===== src/cpt_pkg.sv =====
`default_nettype none

package cpt_pkg;

  localparam int COORD_BITS       = 16;
  localparam int CPT_MAX_VERTICES = 16;
  localparam int VCNT_W           = 5;
  localparam int DIFF_W           = COORD_BITS + 1;
  localparam int PROD_W           = 2 * DIFF_W;

  typedef enum logic [1:0] {
    OP_CLEAR  = 2'd0,
    OP_APPEND = 2'd1,
    OP_TEST   = 2'd2
  } op_e;

  typedef struct packed {
    logic [1:0]                    op;
    logic signed [COORD_BITS-1:0]  x_coord;
    logic signed [COORD_BITS-1:0]  y_coord;
  } in_item_t;

  typedef struct packed {
    logic              inside_res;
    logic              refused;
    logic [VCNT_W-1:0] vertex_count;
  } out_item_t;

  typedef struct packed {
    logic signed [COORD_BITS-1:0] x;
    logic signed [COORD_BITS-1:0] y;
  } point_t;

  // tag that travels with one edge through the cross product pipe
  typedef struct packed {
    logic vld;
    logic last;
  } edge_tag_t;

  typedef struct packed {
    logic vld;
    logic last;
    logic neg;
  } edge_res_t;

endpackage

`default_nettype wire


===== src/convex_polygon_point_test_top.sv =====
// channel | ports                        | payload
// input   | in_valid, in_ready, in_data  | in_item_t: op, x_coord, y_coord
// result  | out_valid, out_ready, out_data | out_item_t: inside_res, refused, vertex_count
//
// clear, append, unused ops and a test of an empty store: straight to the finish state,
//   which loads the result register once the output register is free
// test of n vertices: one vertex read per cycle from the vertex ram,
//   then the closing edge, a two-stage cross product pipe and the result register
// in_ready is high only when no item is in work; a result waiting in the output
//   register does not block the next transfer, only the next result
// rst_n is synchronous; vertex ram contents are not cleared, the count is
`default_nettype none

module convex_polygon_point_test_top
  import cpt_pkg::*;
#(
  parameter int MAX_VERTICES = CPT_MAX_VERTICES
) (
  input  wire logic      clk,
  input  wire logic      rst_n,
  input  wire logic      in_valid,
  output logic           in_ready,
  input  wire in_item_t  in_data,
  output logic           out_valid,
  input  wire logic      out_ready,
  output out_item_t      out_data
);

  localparam int AW = $clog2(MAX_VERTICES);
  localparam int CW = $clog2(MAX_VERTICES + 1);
  localparam int EW = (CW > VCNT_W) ? CW : VCNT_W;

  typedef enum logic [2:0] {
    S_IDLE = 3'b001,
    S_WALK = 3'b010,
    S_FIN  = 3'b100
  } state_t;

  state_t        state_r, state_nxt;
  logic [CW-1:0] count_r, count_nxt;
  logic [CW-1:0] rd_idx_r, rd_cur;
  logic          rd_vld_r, rd_first_r, rd_last_r, clos_r;
  logic          neg_any_r;
  logic          res_inside_r, res_refused_r;
  point_t        first_r, prev_r, pt_r;
  logic          out_valid_r;
  out_item_t     out_data_r;
  logic [EW-1:0] cnt_wide;

  logic          accept, full, out_free;
  logic          ram_we, ram_re;
  logic [AW-1:0] ram_waddr, ram_raddr;
  point_t        wr_pt, rd_pt;
  edge_tag_t     e_tag;
  edge_res_t     e_res;

  assign in_ready = (state_r == S_IDLE);
  assign accept   = in_valid & in_ready;
  assign full     = (count_r >= CW'(MAX_VERTICES));
  assign out_free = !out_valid_r || out_ready;
  assign rd_cur   = (state_r == S_IDLE) ? '0 : rd_idx_r;
  assign wr_pt    = '{x: in_data.x_coord, y: in_data.y_coord};

  always_comb begin
    state_nxt = state_r;
    count_nxt = count_r;
    ram_we    = 1'b0;
    ram_waddr = count_r[AW-1:0];
    ram_re    = 1'b0;
    ram_raddr = rd_idx_r[AW-1:0];
    case (state_r)
      S_IDLE: begin
        if (accept) begin
          state_nxt = S_FIN;
          case (in_data.op)
            OP_CLEAR: begin
              count_nxt = '0;
            end
            OP_APPEND: begin
              if (!full) begin
                ram_we    = 1'b1;
                count_nxt = count_r + CW'(1);
              end
            end
            OP_TEST: begin
              if (count_r != '0) begin
                ram_re    = 1'b1;
                ram_raddr = '0;
                state_nxt = S_WALK;
              end
            end
            default: begin
              state_nxt = S_FIN;
            end
          endcase
        end
      end
      S_WALK: begin
        if (rd_idx_r < count_r) begin
          ram_re = 1'b1;
        end
        if (e_res.vld && e_res.last) begin
          state_nxt = S_FIN;
        end
      end
      S_FIN: begin
        if (out_free) begin
          state_nxt = S_IDLE;
        end
      end
      default: begin
        state_nxt = S_IDLE;
      end
    endcase
  end

  always_ff @(posedge clk) begin
    if (!rst_n) begin
      state_r     <= S_IDLE;
      count_r     <= '0;
      rd_idx_r    <= '0;
      rd_vld_r    <= 1'b0;
      rd_first_r  <= 1'b0;
      rd_last_r   <= 1'b0;
      clos_r      <= 1'b0;
      neg_any_r   <= 1'b0;
      out_valid_r <= 1'b0;
    end else begin
      state_r    <= state_nxt;
      count_r    <= count_nxt;
      rd_vld_r   <= ram_re;
      rd_first_r <= (state_r == S_IDLE);
      rd_last_r  <= ((rd_cur + CW'(1)) == count_r);
      clos_r     <= rd_vld_r & rd_last_r;
      if (accept) begin
        rd_idx_r <= CW'(1);
      end else if (ram_re) begin
        rd_idx_r <= rd_idx_r + CW'(1);
      end
      if (accept) begin
        neg_any_r <= 1'b0;
      end else if (e_res.vld && e_res.neg) begin
        neg_any_r <= 1'b1;
      end
      if (state_r == S_FIN && out_free) begin
        out_valid_r <= 1'b1;
      end else if (out_ready) begin
        out_valid_r <= 1'b0;
      end
    end
  end

  assign cnt_wide = EW'(count_r);

  always_ff @(posedge clk) begin
    if (accept) begin
      pt_r          <= wr_pt;
      res_inside_r  <= (in_data.op == OP_TEST) && (count_r == '0);
      res_refused_r <= (in_data.op == OP_APPEND) && full;
    end else if (state_r == S_WALK && e_res.vld && e_res.last) begin
      res_inside_r  <= !(neg_any_r || e_res.neg);
    end
    if (rd_vld_r) begin
      prev_r <= rd_pt;
      if (rd_first_r) begin
        first_r <= rd_pt;
      end
    end
    if (state_r == S_FIN && out_free) begin
      out_data_r.inside_res   <= res_inside_r;
      out_data_r.refused      <= res_refused_r;
      out_data_r.vertex_count <= cnt_wide[VCNT_W-1:0];
    end
  end

  // edge from previous vertex to the one just read, then the closing edge
  always_comb begin
    e_tag.vld  = clos_r | (rd_vld_r & !rd_first_r);
    e_tag.last = clos_r;
  end

  cpt_ram #(
    .WIDTH($bits(point_t)),
    .DEPTH(MAX_VERTICES),
    .AW   (AW)
  ) u_vram (
    .clk  (clk),
    .we   (ram_we),
    .waddr(ram_waddr),
    .wdata(wr_pt),
    .re   (ram_re),
    .raddr(ram_raddr),
    .rdata(rd_pt)
  );

  cpt_edge u_edge (
    .clk  (clk),
    .rst_n(rst_n),
    .tag  (e_tag),
    .a_pt (prev_r),
    .b_pt (clos_r ? first_r : rd_pt),
    .p_pt (pt_r),
    .res  (e_res)
  );

  assign out_valid = out_valid_r;
  assign out_data  = out_data_r;

endmodule

`default_nettype wire


===== src/cpt_ram.sv =====
`default_nettype none

module cpt_ram #(
  parameter int WIDTH = 32,
  parameter int DEPTH = 16,
  parameter int AW    = (DEPTH > 1) ? $clog2(DEPTH) : 1
) (
  input  wire logic             clk,
  input  wire logic             we,
  input  wire logic [AW-1:0]    waddr,
  input  wire logic [WIDTH-1:0] wdata,
  input  wire logic             re,
  input  wire logic [AW-1:0]    raddr,
  output logic      [WIDTH-1:0] rdata
);

  logic [WIDTH-1:0] mem [DEPTH];
  logic [WIDTH-1:0] rdata_r;

  always_ff @(posedge clk) begin
    if (we) begin
      mem[waddr] <= wdata;
    end
    if (re) begin
      rdata_r <= mem[raddr];
    end
  end

  assign rdata = rdata_r;

endmodule

`default_nettype wire


===== src/cpt_edge.sv =====
`default_nettype none

module cpt_edge
  import cpt_pkg::*;
(
  input  wire logic      clk,
  input  wire logic      rst_n,
  input  wire edge_tag_t tag,
  input  wire point_t    a_pt,
  input  wire point_t    b_pt,
  input  wire point_t    p_pt,
  output edge_res_t      res
);

  // stage 1: edge and point deltas
  logic                     d_vld_r, d_last_r;
  logic signed [DIFF_W-1:0] ex_r, ey_r, dpx_r, dpy_r;
  // stage 2: the two products
  logic                     m_vld_r, m_last_r;
  logic signed [PROD_W-1:0] m1_r, m2_r;

  always_ff @(posedge clk) begin
    if (!rst_n) begin
      d_vld_r  <= 1'b0;
      d_last_r <= 1'b0;
      m_vld_r  <= 1'b0;
      m_last_r <= 1'b0;
    end else begin
      d_vld_r  <= tag.vld;
      d_last_r <= tag.last;
      m_vld_r  <= d_vld_r;
      m_last_r <= d_last_r;
    end
  end

  always_ff @(posedge clk) begin
    ex_r  <= $signed({b_pt.x[COORD_BITS-1], b_pt.x}) - $signed({a_pt.x[COORD_BITS-1], a_pt.x});
    ey_r  <= $signed({b_pt.y[COORD_BITS-1], b_pt.y}) - $signed({a_pt.y[COORD_BITS-1], a_pt.y});
    dpx_r <= $signed({p_pt.x[COORD_BITS-1], p_pt.x}) - $signed({b_pt.x[COORD_BITS-1], b_pt.x});
    dpy_r <= $signed({p_pt.y[COORD_BITS-1], p_pt.y}) - $signed({b_pt.y[COORD_BITS-1], b_pt.y});
    m1_r  <= ex_r * dpy_r;
    m2_r  <= ey_r * dpx_r;
  end

  // cross product negative when ex*py < ey*px
  always_comb begin
    res.vld  = m_vld_r;
    res.last = m_last_r;
    res.neg  = (m1_r < m2_r);
  end

endmodule

`default_nettype wire


===== config.mk =====
export PLATFORM = sky130hd
export DESIGN_NAME = convex_polygon_point_test_top
export DESIGN_NICKNAME = d
export VERILOG_FILES = /design/src/cpt_pkg.sv /design/src/convex_polygon_point_test_top.sv /design/src/cpt_ram.sv /design/src/cpt_edge.sv
export SDC_FILE = /design/constraint.sdc
export NUM_CORES = 2
export LEC_CHECK = 0
export BUFFER_PORTS_ARGS = -buffer_cell sky130_fd_sc_hd__buf_2
export CORE_MARGIN = 2
export CORE_UTILIZATION = 60
export DETAILED_ROUTE_END_ITERATION = 10
export GPL_TIMING_DRIVEN = 0
export PLACE_DENSITY = 0.85
export SYNTH_ARGS = -nofsm -noshare
export SYNTH_HDL_FRONTEND = slang
export SYNTH_SLANG_ARGS = --single-unit

===== constraint.sdc =====
create_clock -name clk -period 8 [get_ports clk]
set_input_delay 1.6 -clock clk [delete_from_list [all_inputs] [get_ports clk]]
set_output_delay 1.6 -clock clk [all_outputs]
set_load 0.005 [all_outputs]

After elaboration in Yosys (flattened, before gate mapping):

Memory sizes are Yosys's and may differ from the RTL's. A register that Yosys moved wholly into a read port is not among the register bits.
Cells that the tools add are included.

* reductions and logical operators: 23
* add/sub/neg operators: 7
* multiply operators: 2
* magnitude comparators: 3
* multiplexer cells: 31
* bitwise logic cells: 5
* equal/unequal tests: 10

Operator list (number)
* 17-bit by 17-bit multiplier with 34-bit output: 2
* 16-bit by 16-bit subtractor with 17-bit output: 4
* 34-bit < comparator: 1
* 32-bit two-way mux: 1
* 1-bit two-way mux: 16
* 4-bit two-way mux: 4
* 5-bit by 1-bit adder with 5-bit output (second input constant): 3
* 3-bit two-way mux: 5
* 5-bit two-way mux: 2
* 5-bit case mux with 2 select lines: 1
* 3-bit case mux with 3 select lines: 1
* 2-bit nonzero test: 4
* 1-bit logical AND: 7
* 2-bit != test (second input constant): 3
* 5-bit equality test: 1
* 5-bit >= comparator (second input constant): 1
* 5-bit logical NOT: 1
* 5-bit < comparator: 1
* 5-bit nonzero test: 1
* 4-bit AND reduction: 1
* 1-bit bitwise AND: 3
* 3-bit by 1-bit equality test with 1-bit output (second input constant): 1
* 3-bit by 2-bit equality test with 1-bit output (second input constant): 1
* 3-bit equality test (second input constant): 1
* 12 further kinds: 15

* bits of input ports: 38
* bits in registers: 264
* output and inout bits: 9
* memories kept: 1
* RAM bits: 512
* logic and storage cells: 113

Memories
* u_vram.mem: words 16, width 32, rd ports 1, clocked after memory_dff 1, wr ports 1, line cpt_ram.sv:17 `logic [WIDTH-1:0] mem [DEPTH];`

Logic depth before layout (Yosys ltp):

* word-level depth: 7
* gate-level depth with buffers: 25
* gate-level depth less buffers: 23

Cells and area by module:

A second synthesis with hierarchy kept.

* cells, all modules: 4156
* area total of the unflattened synthesis: 53022.1 um^2

By module, submodules not included
* cpt_edge: cells each 3026, seq. area each 2802.7 um^2, times used 1, area an instance 28112.0 um^2
* cpt_ram: cells each 838, seq. area each 16335.7 um^2, times used 1, area an instance 20155.6 um^2
* convex_polygon_point_test_top: cells each 292, seq. area each 3533.4 um^2, times used 1, area an instance 4754.6 um^2

Least setup slack after synthesis:

Ideal clock, no wire load.

* path kind: register to register
* start: reg u_edge.ey_r[16]
* end: reg u_edge.m2_r[33]
* path buffers: 1
* setup time: 61 ps
* stages on the path, launching flop included: 21
* clock period less this slack: 6019 ps
* arrival: 5959 ps
* path slack: 1981 ps
* required time: 7939 ps
* cell sequence: dfxtp_1 -> clkbuf_1 -> nand2_1 -> inv_1 -> fa_1 -> fa_1 -> fa_1 -> fa_1 -> fa_1 -> inv_1 -> fa_1 -> inv_1 -> ha_1 -> a21o_1 -> a21oi_1 -> o21ba_2 -> nor2_1 -> a311o_1 -> o21ai_1 -> mux2i_1 -> and4_1

* cells in the longest elaborated chain, start to end: 1

Ends and longest elaborated chain
* start: declaration: line cpt_edge.sv:17 `logic signed [DIFF_W-1:0] ex_r, ey_r, dpx_r, dpy_r;`
* start signal: assignment: line cpt_edge.sv:38 `ey_r <= $signed({b_pt.y[COORD_BITS-1], b_pt.y}) - $signed({a_pt.y[COORD_BITS-1], a_pt.y});`
* 17-bit by 17-bit multiplier with 34-bit output: line cpt_edge.sv:42 `m2_r <= ey_r * dpx_r;`
* end signal: assignment: line cpt_edge.sv:42
* end: declaration: line cpt_edge.sv:20 `logic signed [PROD_W-1:0] m1_r, m2_r;`

No other way between the ends.
A chain may end at the register's enable or synchronous reset.

Final worst setup path:

* start: reg u_edge.dpx_r[8]
* end: reg u_edge.m2_r[26]

* cells in the longest elaborated chain, start to end: 1

Ends and longest elaborated chain
* start: declaration: line cpt_edge.sv:17
* start signal: assignment: line cpt_edge.sv:39 `dpx_r <= $signed({p_pt.x[COORD_BITS-1], p_pt.x}) - $signed({b_pt.x[COORD_BITS-1], b_pt.x});`
* 17-bit by 17-bit multiplier with 34-bit output: line cpt_edge.sv:42

No other way between the ends.

==> out/metrics.yaml <==
rows: 110
worstReg2RegStart: "u_edge.dpx_r[8]"
grt_overflow_total: 0
vias_in_the_first_global_route: 38300
syn_to_final_growth_pct: 8.92
fraction_of_registers_with_async_set_reset: 0
number_of_synthesized_flops_with_an_enable_pin: 649
start_util: 0.604
die_w_um: 305
period_minus_slack_ns: 7.31
yosysSeqAreaShare: 0.418
route.final.wire_length_um: 136000
die_area_um2: 92800
detail_route.first_pass.iterations: 5
ioPinCount: 47
place_hpwl_um: 101000
final-setup-viol-count: 0
hold_start: "res_refused_r"
reg2reg_depth: 23
antenna_left: 0
synth_warnings: 0
post_drt_wl_per_cell_um: 22.7
critical_path_cell_by_cell: "clkbuf_1, clkbuf_1, nand2_1, fa_1, inv_1, fa_1, inv_1, fa_1, inv_1, fa_1, fa_1, inv_1, fa_1, inv_1, ha_1, or3_1, o21ai_0, a311oi_1, o22ai_1, o21ai_0, a41o_1, a21oi_1, xnor2_1"
cts_made_buffers: 79
cts.reportedPaths.clkPinSlew_ns: 0.06
timing.critical_path.from_type: "flop"
nNetsFinal: 5644
syn-mean-instance-area_um2: 11.8
achievable_clock_frequency_mhz: 137
finalCritPeriodShare: 0.914
synthTopCellsByCount: "inv_1, edfxtp_1, fa_1"
chipHeight_um: 305
slew_headroom: 0.144
groute.layer.met2.usage: 0.515
maximum_clock_insertion_buffer_count: 3
cts_post_setup_buffers_inserted: 0
ctsResizeCount: 0
detail_route.vias_per_cell: 6.04
gr-max-usage-layer: "met2"
yosysMostFrequentCell: "inv_1"
pin_count_of_the_biggest_net_entering_global_routing: 36
synth_area_um2: 54200
tritoncts: "done"
fin_tns_setup_ns: 0
grt_setup_unrepaired: "no"
timing.critical_path.required_ns: 8.58
timing.hold.worst_path_depth: 0
worstSetupStartpoint: "u_edge.dpx_r[8]"
timing_worst_setup_path_type: "reg -> reg"
outcome: "finished clean"
gr-usage-all-layers: 0.297
cts_sinks: 808
clkLatencyLatePin_ns: 0.66
critPathMaxFanout: 10
finalWeightedCongestion: 0.925
critical_path.max_stage_delay_ns: 0.66
slowest_stage: "clkbuf_1"
synthesis.nets: 5493
synth_area_leader_cell: "edfxtp_1"
dr.first_iter.drc_count: 3685
grt.met3_usage: 0.0458
slew_viol_final: 0
fin_skew_ns: 0.0514
crit_arrival_ns: 7.89
place_area_um2: 56500
worst_hold_path_type: "reg -> reg"
grt_first_pass_wirelength_um: 212000
flops_latches_synth: 808
synthesis.instances: 4582
route.detailed.drc: 0
total_vias_in_the_final_route: 36100
cts.htree.levels: 3
synth_largest_type_area_fraction: 0.359
cap_violations: 0
setup.reg_to_reg.worst_slack_ns: 0.69
drive_above_1_share: 0.0766
fp.coreArea_um2: 89900
finish.instance_area_um2: 59100
gr-usage-met1: 0.368
netlist-cell-type-count: 76
finalHoldViolations: 0
cts.root.buffer_cell: "clkbuf_16"
cts.hold.buffers_added: 0
worstSetupEndpointType: "flop"
crit_path_frequent_cell: "fa_1"
fin_hold_ws_ns: 0.424
io_buffer_count: 45
post_synth_main_area_contributors: "edfxtp_1, fa_1, ha_1"
antenna_violations_before_repair: 7
top_ff_cell_synth: "edfxtp_1"
measured_slew_at_the_worst_slew_check_pin_ns: 1.28
[cell type report]
class                           instances  area (µm²)
Clock buffer                          100        2130
Clock inverter                         41         418
Sequential cell                       808       22700
Antenna cell                            3        7.51
Fill cell                            6311       30800
Inverter                              720        2700
Buffer                                181         762
Multi-Input combinational cell       2873       28200
Tap cell                             1176        1470
Timing Repair Buffer                   70         687
[cell usage in the layout (no fill, tap or decap), drive strengths merged, types with 10 or more instances in the layout]
cell type / Yosys / final
xnor2: 102 / 102
o22ai: 39 / 39
mux2i: 98 / 98
and3: 81 / 81
a2111oi: 12 / 12
nand2: 488 / 488
ha: 277 / 277
edfxtp: 649 / 649
o211ai: 10 / 10
and2: 304 / 304
fa: 596 / 596
a21o: 40 / 40
nand3: 28 / 28
buf: 43 / 113
o21ai: 108 / 108
nor3: 34 / 34
xor2: 23 / 23
inv: 720 / 726
nand2b: 18 / 18
clkbuf: 138 / 238
a211oi: 74 / 74
mux4: 32 / 32
a21oi: 85 / 85
nor2: 128 / 128
mux2: 64 / 64
nand4: 11 / 11
o21bai: 10 / 10
o21a: 32 / 32
a31oi: 73 / 73
nor2b: 22 / 22
or3: 12 / 12
clkinv: 0 / 28
dfxtp: 159 / 159
[final timing paths]
| check | endpoint |
|---|---|
| max | u_edge.m2_r[26] |
| min | out_data[5] |
| max reg2reg | u_edge.m2_r[26] |
| min reg2reg | out_data[5] |
[cell families after synthesis]
kind of cell | after synthesis | share of synthesized area
AOI/OAI and AO/OA | 528 | 0.0655
xor gates and xnor gates | 125 | 0.0202
adders and majority gates | 873 | 0.284
buffers and inverters | 901 | 0.0639
DFF | 808 | 0.418
muxes | 194 | 0.0447
and+or+nand+nor | 1153 | 0.104
[per-stage QoR]
stage,util,setup WS (ns),cells
2_1_floorplan,-,1.98,4582
3_3_place_gp,0.622,0.475,5803
3_5_place_dp,0.629,0.870,5828
4_1_cts,0.657,0.834,5969
5_1_grt,0.657,0.498,5969
6_report,0.657,0.691,5972
[critical path, delay by kind of cell (launching register included)]
| family | cells | cell delay (ns) |
|---|---|---|
| compound gates | 6 | 1.67 |
| xor+xnor | 1 | 0.13 |
| fa+ha+maj | 7 | 3.23 |
| buf+inv | 7 | 1.38 |
| flops | 1 | 0.33 |
| simple gates | 2 | 0.52 |
[routing by layer]
metal,part of all wire,vias to the layer above,wire length [µm]
li1,-,15500,-
met1,0.36,18000,49400
met2,0.50,2033,68100
met3,0.084,492,11400
met4,0.049,8,6640
met5,0.00036,-,49
[flip-flops by register name, summed over array words and instances, names as in the netlist, 3 cells and up]
| name | count |
|---|---|
| pt_r | 32 |
| cnt_wide | 5 |
| u_edge.dpy_r | 17 |
| first_r | 32 |
| u_edge.m2_r | 34 |
| out_data | 7 |
| u_edge.dpx_r | 17 |
| u_edge.ey_r | 17 |
| state_r | 3 |
| rd_idx_r | 5 |
| prev_r | 32 |
| u_vram.rdata | 32 |
| u_edge.m1_r | 34 |
| u_edge.ex_r | 17 |
| u_vram.mem | 512 |
Power is left out: the tool's default activity adds up to more than one toggle a clock period on the data nets, which glitch-free logic cannot reach.
